==> config.mk <==
export PLATFORM = sky130hd
export DESIGN_NAME = bsmg_scan
export DESIGN_NICKNAME = d
export VERILOG_FILES = /design/src/design/bsmg_pkg.sv /design/src/design/bsmg_scan.sv
export SDC_FILE = /design/constraint.sdc
export NUM_CORES = 1
export LEC_CHECK = 0
export BUFFER_PORTS_ARGS = -buffer_cell sky130_fd_sc_hd__buf_2
export CORE_ASPECT_RATIO = 0.6
export CORE_MARGIN = 4
export CORE_UTILIZATION = 30
export CTS_CLUSTER_DIAMETER = 30
export DETAILED_ROUTE_END_ITERATION = 8
export HOLD_SLACK_MARGIN = 0.03
export PLACE_DENSITY = 0.44
export SYNTH_ARGS = -nofsm -noshare
export SYNTH_HDL_FRONTEND = slang
export SYNTH_SLANG_ARGS = --single-unit
==> constraint.sdc <==
create_clock -name clk -period 15.85 [get_ports clk]
set_input_delay 1.585 -clock clk [delete_from_list [all_inputs] [get_ports clk]]
set_output_delay 1.585 -clock clk [all_outputs]
set_load 0.005 [all_outputs]
==> src/design/bsmg_pkg.sv <==
`timescale 1ns / 1ps

package bsmg_pkg;

    localparam int CNT_W = 11;
    localparam int VAL_W = 32;

    localparam logic [VAL_W-1:0] SIGN_BIAS = 32'h8000_0000;
    localparam logic [VAL_W-1:0] GAP_RESET = 32'hFFFF_FFFF;
    localparam logic [CNT_W-1:0] CAP_RESET = 11'd1024;

    // Status codes of a result
    localparam logic ST_STORED = 1'b0;
    localparam logic ST_FULL   = 1'b1;

    typedef enum logic [1:0] {
        S_IDLE,
        S_SCAN,
        S_COMMIT
    } bsmg_state_t;

    typedef struct packed {
        logic             status;
        logic [CNT_W-1:0] count;
        logic             span_valid;
        logic [VAL_W-1:0] shortest;
        logic [VAL_W-1:0] longest;
    } bsmg_result_t;

endpackage

==> src/design/bsmg_scan.sv <==
`timescale 1ns / 1ps

module bsmg_scan #(
    parameter int unsigned DEPTH = 1024
) (
    input  logic                               clk,
    input  logic                               rst_n,
    input  logic                               start,
    input  logic signed [bsmg_pkg::VAL_W-1:0]  new_value,
    input  logic [bsmg_pkg::CNT_W-1:0]         capacity,
    output logic                               busy,
    output logic                               full,
    output logic                               finish,
    output bsmg_pkg::bsmg_result_t             result,
    output logic                               mem_we,
    output logic [$clog2(DEPTH)-1:0]           mem_waddr,
    output logic [bsmg_pkg::VAL_W-1:0]         mem_wdata,
    output logic                               mem_re,
    output logic [$clog2(DEPTH)-1:0]           mem_raddr,
    input  logic [bsmg_pkg::VAL_W-1:0]         mem_rdata
);

    localparam int AW = $clog2(DEPTH);
    localparam int CW = bsmg_pkg::CNT_W;
    localparam int VW = bsmg_pkg::VAL_W;

    bsmg_pkg::bsmg_state_t state_reg, state_next;

    logic [CW-1:0] count_reg;
    logic [VW-1:0] min_reg;
    logic [VW-1:0] max_reg;
    logic [VW-1:0] gap_reg;
    logic [VW-1:0] val_reg;
    logic [CW-1:0] idx_reg;
    logic          rd_vld_reg;
    logic [VW-1:0] diff_reg, diff_next;
    logic          diff_vld_reg;

    logic          accept;
    logic          issue;
    logic          scan_done;
    logic [CW-1:0] count_inc;
    logic [VW-1:0] min_new;
    logic [VW-1:0] max_new;
    logic [AW+CW-1:0] raddr_wide;
    logic [AW+CW-1:0] waddr_wide;

    assign accept    = start && (state_reg == bsmg_pkg::S_IDLE);
    assign full      = (32'(count_reg) >= 32'(capacity)) || (32'(count_reg) >= 32'(DEPTH));
    assign issue     = (state_reg == bsmg_pkg::S_SCAN) && (idx_reg != count_reg);
    assign scan_done = !issue && !rd_vld_reg && !diff_vld_reg;
    assign count_inc = count_reg + 1'b1;
    assign busy      = (state_reg != bsmg_pkg::S_IDLE);

    // Map counters onto store addresses
    assign raddr_wide = {{AW{1'b0}}, idx_reg};
    assign waddr_wide = {{AW{1'b0}}, count_reg};
    assign mem_raddr  = raddr_wide[AW-1:0];
    assign mem_waddr  = waddr_wide[AW-1:0];
    assign mem_wdata  = val_reg;

    // Absolute gap between the new value and the entry just read
    assign diff_next = (val_reg >= mem_rdata) ? (val_reg - mem_rdata) : (mem_rdata - val_reg);

    // Extremes after the new value joins
    always_comb
    begin
        if (count_reg == '0)
        begin
            min_new = val_reg;
            max_new = val_reg;
        end
        else
        begin
            min_new = (val_reg < min_reg) ? val_reg : min_reg;
            max_new = (val_reg > max_reg) ? val_reg : max_reg;
        end
    end

    // Next state
    always_comb
    begin
        state_next = state_reg;
        unique case (state_reg)
            bsmg_pkg::S_IDLE:
            begin
                if (accept && !full)
                begin
                    state_next = bsmg_pkg::S_SCAN;
                end
            end
            bsmg_pkg::S_SCAN:
            begin
                if (scan_done)
                begin
                    state_next = bsmg_pkg::S_COMMIT;
                end
            end
            bsmg_pkg::S_COMMIT:
            begin
                state_next = bsmg_pkg::S_IDLE;
            end
            default:
            begin
                state_next = bsmg_pkg::S_IDLE;
            end
        endcase
    end

    // Outputs per state
    always_comb
    begin
        mem_re            = 1'b0;
        mem_we            = 1'b0;
        finish            = 1'b0;
        result.status     = bsmg_pkg::ST_FULL;
        result.count      = count_reg;
        result.span_valid = (count_reg >= CW'(2));
        result.shortest   = result.span_valid ? gap_reg : '0;
        result.longest    = result.span_valid ? (max_reg - min_reg) : '0;
        unique case (state_reg)
            bsmg_pkg::S_IDLE:
            begin
                finish = accept && full;
            end
            bsmg_pkg::S_SCAN:
            begin
                mem_re = issue;
            end
            bsmg_pkg::S_COMMIT:
            begin
                mem_we            = 1'b1;
                finish            = 1'b1;
                result.status     = bsmg_pkg::ST_STORED;
                result.count      = count_inc;
                result.span_valid = (count_inc >= CW'(2));
                result.shortest   = result.span_valid ? gap_reg : '0;
                result.longest    = result.span_valid ? (max_new - min_new) : '0;
            end
            default:
            begin
                finish = 1'b0;
            end
        endcase
    end

    // Control and held state
    always_ff @(posedge clk or negedge rst_n)
    begin
        if (!rst_n)
        begin
            state_reg    <= bsmg_pkg::S_IDLE;
            count_reg    <= '0;
            min_reg      <= '0;
            max_reg      <= '0;
            gap_reg      <= bsmg_pkg::GAP_RESET;
            idx_reg      <= '0;
            rd_vld_reg   <= 1'b0;
            diff_vld_reg <= 1'b0;
        end
        else
        begin
            state_reg    <= state_next;
            rd_vld_reg   <= issue;
            diff_vld_reg <= rd_vld_reg;
            if (accept && !full)
            begin
                idx_reg <= '0;
            end
            else if (issue)
            begin
                idx_reg <= idx_reg + 1'b1;
            end
            // Keep the smallest gap seen
            if (diff_vld_reg && (diff_reg < gap_reg))
            begin
                gap_reg <= diff_reg;
            end
            if (state_reg == bsmg_pkg::S_COMMIT)
            begin
                count_reg <= count_inc;
                min_reg   <= min_new;
                max_reg   <= max_new;
            end
        end
    end

    // Payload: latch the offset-binary value and the gap pipeline
    always_ff @(posedge clk)
    begin
        if (accept && !full)
        begin
            val_reg <= new_value ^ bsmg_pkg::SIGN_BIAS;
        end
        diff_reg <= diff_next;
    end

endmodule

After elaboration in Yosys (flattened, before gate mapping)

Cells that the tools add are included.

Register bits: 186
Latch bits: 0
Bits in writable memories: 0
Bits in read-only memories: 0
Bits of input ports: 78
Output and inout port bits: 134
Word-level logic and storage cells: 65
Memories kept: 0

$add $sub $neg: 6
Multipliers: 0
Div/mod/pow operators: 0
Magnitude comparators: 8
Equal/unequal tests: 5
Shift-type cells: 0
Mux-type cells: 18
Bitwise gates (word level): 1
Reduce and logical (&&, ||, !) cells: 17

Operators with widths:

| operator                | count |
|---|---|
| $mux W32                | 9 |
| $sub A32 B32 Y32        | 4 |
| $mux W77                | 1 |
| $lt A32 B32 Y1          | 2 |
| $ge A32 B32 Y1          | 1 |
| $gt A32 B32 Y1          | 1 |
| $add A11 B1 Y11 const B | 2 |
| $ge A11 B2 Y1 const B   | 2 |
| $mux W11                | 2 |
| $ge A11 B11 Y1          | 1 |
| $ge A11 B11 Y1 const B  | 1 |
| $logic_not A11 Y1       | 1 |
| $ne A11 B11 Y1          | 1 |
| $logic_and A1 B1 Y1     | 7 |
| $logic_not A1 Y1        | 4 |
| $mux W2                 | 2 |
| $pmux W2 S2             | 1 |
| $reduce_bool A2 Y1      | 2 |
| $eq A2 B1 Y1 const B    | 1 |
| $eq A2 B2 Y1 const B    | 1 |
| $logic_not A2 Y1        | 1 |
| $mux W1                 | 2 |
| $ne A2 B1 Y1 const B    | 1 |
| $ne A2 B2 Y1 const B    | 1 |
| 4 further kinds         | 4 |

Longest topological paths before layout

Gate-level depths: netlist (run 1).

Depth after elaboration: 7
Mapped depth: 31

Worst setup path before layout (run 1)

No wires, ideal clock.

Path kind: reg-to-output
Start: register val_reg[9] (netlist: mem_wdata[9])
End: output port result[27] in the netlist's numbering
Arrival: 5988 ps
Data required time: 14265 ps
Path slack: 8277 ps
Stages on the path, launching flop included: 29
Buffers on the path: 6
Cell sequence: edfxtp_1 > ha_1 > a21oi_1 > o21ai_0 > or3b_2 > a31oi_1 > or2_1 > clkbuf_1 > buf_2 > buf_2 > buf_1 > buf_1 > clkbuf_1 > a21oi_1 > ha_1 > nor2b_1 > o21ai_0 > a21boi_0 > o21ai_0 > a21oi_1 > o21a_1 > nor2_1 > o21a_1 > o211ai_1 > o21ai_2 > a21oi_1 > o31ai_1 > nand3_1 > a32o_1

RTL lines:

| item                   | RTL line         | text |
|---|---|---|
| start, declared        | bsmg_scan.sv:33  | `logic [VW-1:0] val_reg;` |
| start signal, assigned | bsmg_scan.sv:193 | `val_reg <= new_value ^ bsmg_pkg::SIGN_BIAS;` |
| end, declared          | bsmg_scan.sv:14  | `output bsmg_pkg::bsmg_result_t result,` |

==> results of run 1 <==
worst paths after layout:
path                       cells after the start           from      endpoint
max                                           25  mem_wdata[12]    result[30]
min                                            0     rd_vld_reg  diff_vld_reg
max reg2reg                                   18   mem_wdata[0]  diff_reg[29]
min reg2reg                                    0     rd_vld_reg  diff_vld_reg
max in group asynchronous                      2          rst_n    gap_reg[2]
min in group asynchronous                      1          rst_n   min_reg[24]
metrics by stage:
stage	util [%]	worst slack, ps	instance area, µm²	std cells
after global routing	34.2	5560	20200	3170
final	34.2	5920	20200	3170
after CTS	34.2	6130	20200	3170
after global placement	33.2	6790	19600	3138
after detailed placement	33.2	6720	19600	3138
after floorplan	-	8280	17900	2243
layer usage:
layer | part of all wire [%] | track usage, %
met1 | 50 | 31.1
met2 | 42 | 30.9
met3 | 6.1 | 4.44
met5 | 0 | 0
met4 | 1.4 | 4.11
synthesized netlist by cell type (all sizes together), types with 22 or more instances:
| library cell | n |
|---|---|
| clkbuf | 74 |
| ha | 221 |
| xnor2 | 62 |
| nand4 | 37 |
| edfxtp | 32 |
| xor2 | 67 |
| nor2b | 22 |
| a21oi | 188 |
| inv | 215 |
| dfstp | 32 |
| a21o | 54 |
| nand3 | 50 |
| dfrtp | 90 |
| o21bai | 28 |
| mux2 | 38 |
| o211ai | 27 |
| nand2 | 206 |
| nor3 | 60 |
| o22ai | 26 |
| nor2 | 162 |
| o21ai | 189 |
| buf | 44 |
| dfxtp | 32 |
layout make-up:
class	instances	area, µm²	share of cell area (%)
clock inverters	8	80.1	0.396
repair buffers	232	1220	6.03
inverters	215	807	3.99
clock buffers	24	513	2.54
well taps	781	977	4.83
multi-input cells	1724	11900	59.0
flip-flops and latches	186	4690	23.2
logic make-up (layout without fill, tap and decap cells):
family	Yosys count	after routing	share of synthesized area, %
xor+xnor	129	129	6.30
mux	55	55	3.33
fa+ha+maj	232	232	16.2
simple gates	624	624	16.4
flops	186	186	26.2
compound gates	684	684	24.0
buf+inv	333	479	7.55
==> flow_summary_export.csv, run 1 <==
group,metric,value,unit
cells_and_area,highest_count_cells_in_the_layout_ignoring_fill_and_taps,"221 x sky130_fd_sc_hd__ha_1, 214 x sky130_fd_sc_hd__inv_1, 210 x sky130_fd_sc_hd__buf_2, 206 x sky130_fd_sc_hd__nand2_1, 186 x sky130_fd_sc_hd__a21oi_1",
setup_path,critPathSlowestCell,"sky130_fd_sc_hd__a2111oi_0",
synth,yosys-top-cells-area,"sky130_fd_sc_hd__ha_1 15%, sky130_fd_sc_hd__dfrtp_1 13%, sky130_fd_sc_hd__edfxtp_1 5.4%",
detailed_routing,drt-vias-per-instance,5.38,
cts,clock_insertion_delay_worst_skew,490,ps
cells_and_area,nets,2679,
placed_design,numPortBuffers,211,
timing,unrepaired_setup_endpoints_after_global_routing,"no",
cells_and_area,final_layout_size_suffix_gt1_share,15.4,%
synth,postSynth.asyncResetShare,65.6,%
floorplanning,fp.dieW,324,µm
placed_design,gp_congestion,0.913,
synth,post_synth.cell_area_avg,8.00,µm²
global_route,grt.total_usage,20.9,%
floorplanning,initial_core_util,30.3,%
cts,cts_hold_buffers,0,
floorplanning,die_y,197,µm
setup_path,timing.critical_path.arrival,8350,ps
setup_path,r2r_slack,10320,ps
global_route,antenna_found_initial,0,
timing,final_number_of_max_transition_violations,0,
setup_path,cp_common_cell,"sky130_fd_sc_hd__a21oi_1",
cts,ctsHtreeMaxLevel,4,
timing,totalNegativeSetupSlack,0,ps
synth,syn-cell-area,17900,µm²
setup_path,critPathBufInv,2,
synth,ys_ff_latch,186,
synth,synthDistinctLibCells,94,
cts,cts_tree,"yes",
detailed_routing,wl_per_cell,21.4,µm
detailed_routing,detail_route.wirelength,67700,µm
setup_path,worstSetupPathType,"flop to output pin",
timing,setup_viol_count_final,0,
timing,slew-limit-headroom,19.8,%
timing,skew,24.8,ps
timing,hold_viol,0,
hold_path,timing.hold.worst.class,"flop to flop",
detailed_routing,antenna_left,0,
synth,synth_seq_area_share,26.2,%
detailed_routing,total_via_count_after_detailed_routing,17100,
cells_and_area,syn2layout_area_growth,12.8,%
synth,synth.yosys.warnings,0,
detailed_routing,first_pass_iters,5,
floorplanning,io_pins,212,
setup_path,cp-end-kind,"output pin",
timing,timing.hold.ws,411,ps
flow_run,cap_viol_max_count,0,
timing,layout_worst_path_cycle_share,62.7,%
cts,cts.repair.resized,0,
timing,period_minus_slack,9930,ps
floorplanning,core-area,59200,µm²
synth,synth-edff-count,32,
synth,yosys.area.top_type,"sky130_fd_sc_hd__ha_1",
cells_and_area,filler_cell_count,6299,
detailed_routing,route.detailed.drc,0,
global_route,grt_max_degree,76,
cts,clock_tree.buffer_depth,2,
global_route,via_count_of_the_first_global_routing_pass,16300,
global_route,grt-ovfl-total,0,
placed_design,post_dp_hpwl,53900,µm
cells_and_area,mostFrequentLayoutCell,"sky130_fd_sc_hd__ha_1",
synth,syn-instance-count,2243,
setup_path,crit_fanout,20,
detailed_routing,drt_iter0_markers,1495,
floorplanning,die_area,63900,µm²
timing,max_freq,101,MHz
global_route,grt_first_pass_wirelength,102000,µm
cts,cts-buffers-inserted,17,
cts,clock_sink_count,186,
setup_path,worstPathRequired,14270,ps
outcome,run_status,"finished clean",
cts,clkSlewWorstSetupHoldPaths,80,ps
timing,worst_margin_pin_slew,1200,ps
setup_path,cell_family_with_most_cp_delay,"compound AO/OA/AOI/OAI gates",
synth,area_share_of_the_largest_cell_type_after_synthesis,15.4,%
cells_and_area,num_antenna_cells,0,
setup_path,critical-path-max-stage-delay,980,ps
setup_path,critPathLaunchType,"flop",
synth,synth_nets,2546,
synth,yosys_most_used_dff,"sky130_fd_sc_hd__dfrtp_1",
cts,count_of_buffers_added_by_post_cts_timing_repair_for_setup,0,
floorplanning,number_of_rows_in_the_core_area,69,
cts,cts-root-buf,"sky130_fd_sc_hd__clkbuf_16",
Power of run 1 is not shown: default switching activity piles up to over one toggle a cycle in this logic, so the estimate is an artifact.
==> run 2, diff against run 1 <==
PLACE_DENSITY = 0.45   (was 0.44)
clock period = 8.1 ns   (was 15.85 ns; I/O delays follow)
==> flow_summary_export.csv, run 2 (synthesis gave the netlist of run 1 again) <==
group,metric,value,unit
detailed_routing,drt-vias-per-instance,5.39,
timing,totalNegativeSetupSlack,0,ps
setup_path,critPathSlowestCell,"sky130_fd_sc_hd__or4b_1",
detailed_routing,wl_per_cell,22.0,µm
timing,worst_margin_pin_slew,1170,ps
cts,clkSlewWorstSetupHoldPaths,80,ps
placed_design,post_dp_hpwl,56200,µm
detailed_routing,route.detailed.drc,0,
floorplanning,die_area,63900,µm²
cts,cts-root-buf,"sky130_fd_sc_hd__clkbuf_16",
timing,unrepaired_setup_endpoints_after_global_routing,"no",
detailed_routing,total_via_count_after_detailed_routing,17200,
timing,max_freq,128,MHz
floorplanning,initial_core_util,30.3,%
cells_and_area,final_util,34.5,%
placed_design,gp_congestion,0.919,
detailed_routing,drt_iter0_markers,1357,
global_route,grt-ovfl-total,0,
setup_path,number_of_cell_instances_on_the_worst_register_to_register_path,17,
cells_and_area,num_antenna_cells,0,
setup_path,r2r_slack,2220,ps
setup_path,crit_fanout,11,
setup_path,regToRegEndpoint,"diff_reg[29]",
global_route,via_count_of_the_first_global_routing_pass,16300,
flow_run,cap_viol_max_count,0,
detailed_routing,detail_route.wirelength,70100,µm
global_route,antenna_found_initial,1,
setup_path,timing.critical_path.arrival,7000,ps
cts,ctsHtreeMaxLevel,4,
global_route,grt_first_pass_wirelength,104000,µm
setup_path,worstSetupPathType,"flop to output pin",
timing,hold_viol,0,
detailed_routing,antenna_left,0,
global_route,grt_max_degree,79,
setup_path,critical-path-max-stage-delay,680,ps
outcome,run_status,"finished clean",
cts,cts_hold_buffers,0,
setup_path,worstPathRequired,7290,ps
timing,period_minus_slack,7810,ps
cts,clock_insertion_delay_worst_skew,480,ps
timing,setup_viol_count_final,0,
detailed_routing,first_pass_iters,6,
setup_path,cp-end-kind,"output pin",
cts,cts-buffers-inserted,17,
cells_and_area,syn2layout_area_growth,14.0,%
global_route,grt.total_usage,21.6,%
cells_and_area,highest_count_cells_in_the_layout_ignoring_fill_and_taps,"221 x sky130_fd_sc_hd__ha_1, 214 x sky130_fd_sc_hd__inv_1, 210 x sky130_fd_sc_hd__buf_2, 206 x sky130_fd_sc_hd__nand2_1, 183 x sky130_fd_sc_hd__a21oi_1",
floorplanning,fp.dieW,324,µm
cts,clock_tree.buffer_depth,2,
timing,slew-limit-headroom,22.1,%
cts,cts_tree,"yes",
timing,skew,13.6,ps
timing,final_number_of_max_transition_violations,0,
cells_and_area,mostFrequentLayoutCell,"sky130_fd_sc_hd__ha_1",
setup_path,path_cells,"ha_1, nand4_1, or4b_1, or3_1, o211a_1, nor2_2, o21ai_0, ha_1, nor2b_1, o21ai_0, nand2b_1, a21oi_1, o21bai_1, a21oi_1, a2111oi_4, o211ai_1, nand3_2, a31oi_1, a31oi_1, o21a_1, o32ai_2, buf_2",
setup_path,critPathLaunchType,"flop",
placed_design,numPortBuffers,211,
floorplanning,die_y,197,µm
floorplanning,core-area,59200,µm²
floorplanning,io_pins,212,
hold_path,timing.hold.worst.class,"input pin to async pin",
timing,layout_worst_path_cycle_share,96.4,%
cts,clock_sink_count,186,
timing,timing.hold.ws,391,ps
floorplanning,number_of_rows_in_the_core_area,69,
cells_and_area,nets,2698,
setup_path,worstReg2RegStart,"mem_wdata[0]",
cells_and_area,final_layout_size_suffix_gt1_share,16.5,%
==> run 2: changes by cell type in the layout (fill, tap and decap cells not counted), sizes merged <==
cell      delta
buf         +19
bufinv       -1
clkbuf       -1
clkinv       +4
clkinvlp     +1
inv          -3
==> run 2: area by class of cell <==
type / instances / area, µm²
fillers: 6312 / 38800
multi-input cells: 1724 / 12000
flip-flops and latches: 186 / 4690
repair buffers: 251 / 1380
well taps: 781 / 977
inverters: 215 / 807
clock buffers: 23 / 498
clock inverters: 9 / 63.8
==> run 2: worst max path at each step <==
| stage | start | slack [ps] | cells past startpoint | endpoint |
|---|---|---|---|---|
| after detailed placement | mem_wdata[14] | 350 | 26 | result[29] |
| after CTS | mem_wdata[14] | 10 | 26 | result[29] |
| after floorplan | mem_wdata[9] | 1300 | 28 | result[27] |
| final | mem_wdata[29] | 290 | 22 | result[30] |
| after global routing | mem_wdata[29] | 30 | 24 | result[21] |
| after global placement | mem_wdata[14] | 390 | 26 | result[29] |
==> run 2: per-layer routing <==
layer,GRT usage (%),part of all wire (%),up-vias
li1,-,-,8272
met1,32.7,51,8342
met2,31.3,41,513
met3,4.49,6.3,60
met4,4.53,1.8,0
met5,0,0,-
==> run 2: timing repair <==
action,4_1_cts,5_1_grt
setup endpoints to repair,6,14
setup buffers,0,2
endpoints found under the hold margin,0,0
resized for setup,3,15
pin swaps,0,2
==> run 2: worst max-delay path: cells and delay by family (launching register included) <==
family / cells / cell delay (ps)
buffers and inverters: 1 / 150
DFF: 1 / 500
AOI/OAI and AO/OA: 12 / 2800
and+or+nand+nor: 7 / 2340
adders and majority gates: 2 / 700
==> run 2: through the flow <==
step / setup WS (ps) / instance area [µm²] / std cells
6_report: 288 / 20500 / 3189
5_1_grt: 27.9 / 20500 / 3189
4_1_cts: 13.3 / 20300 / 3187
3_5_place_dp: 352 / 19800 / 3155
3_3_place_gp: 393 / 19800 / 3155
2_1_floorplan: 1300 / 17900 / 2243
Power of run 2 is left out for the same reason.
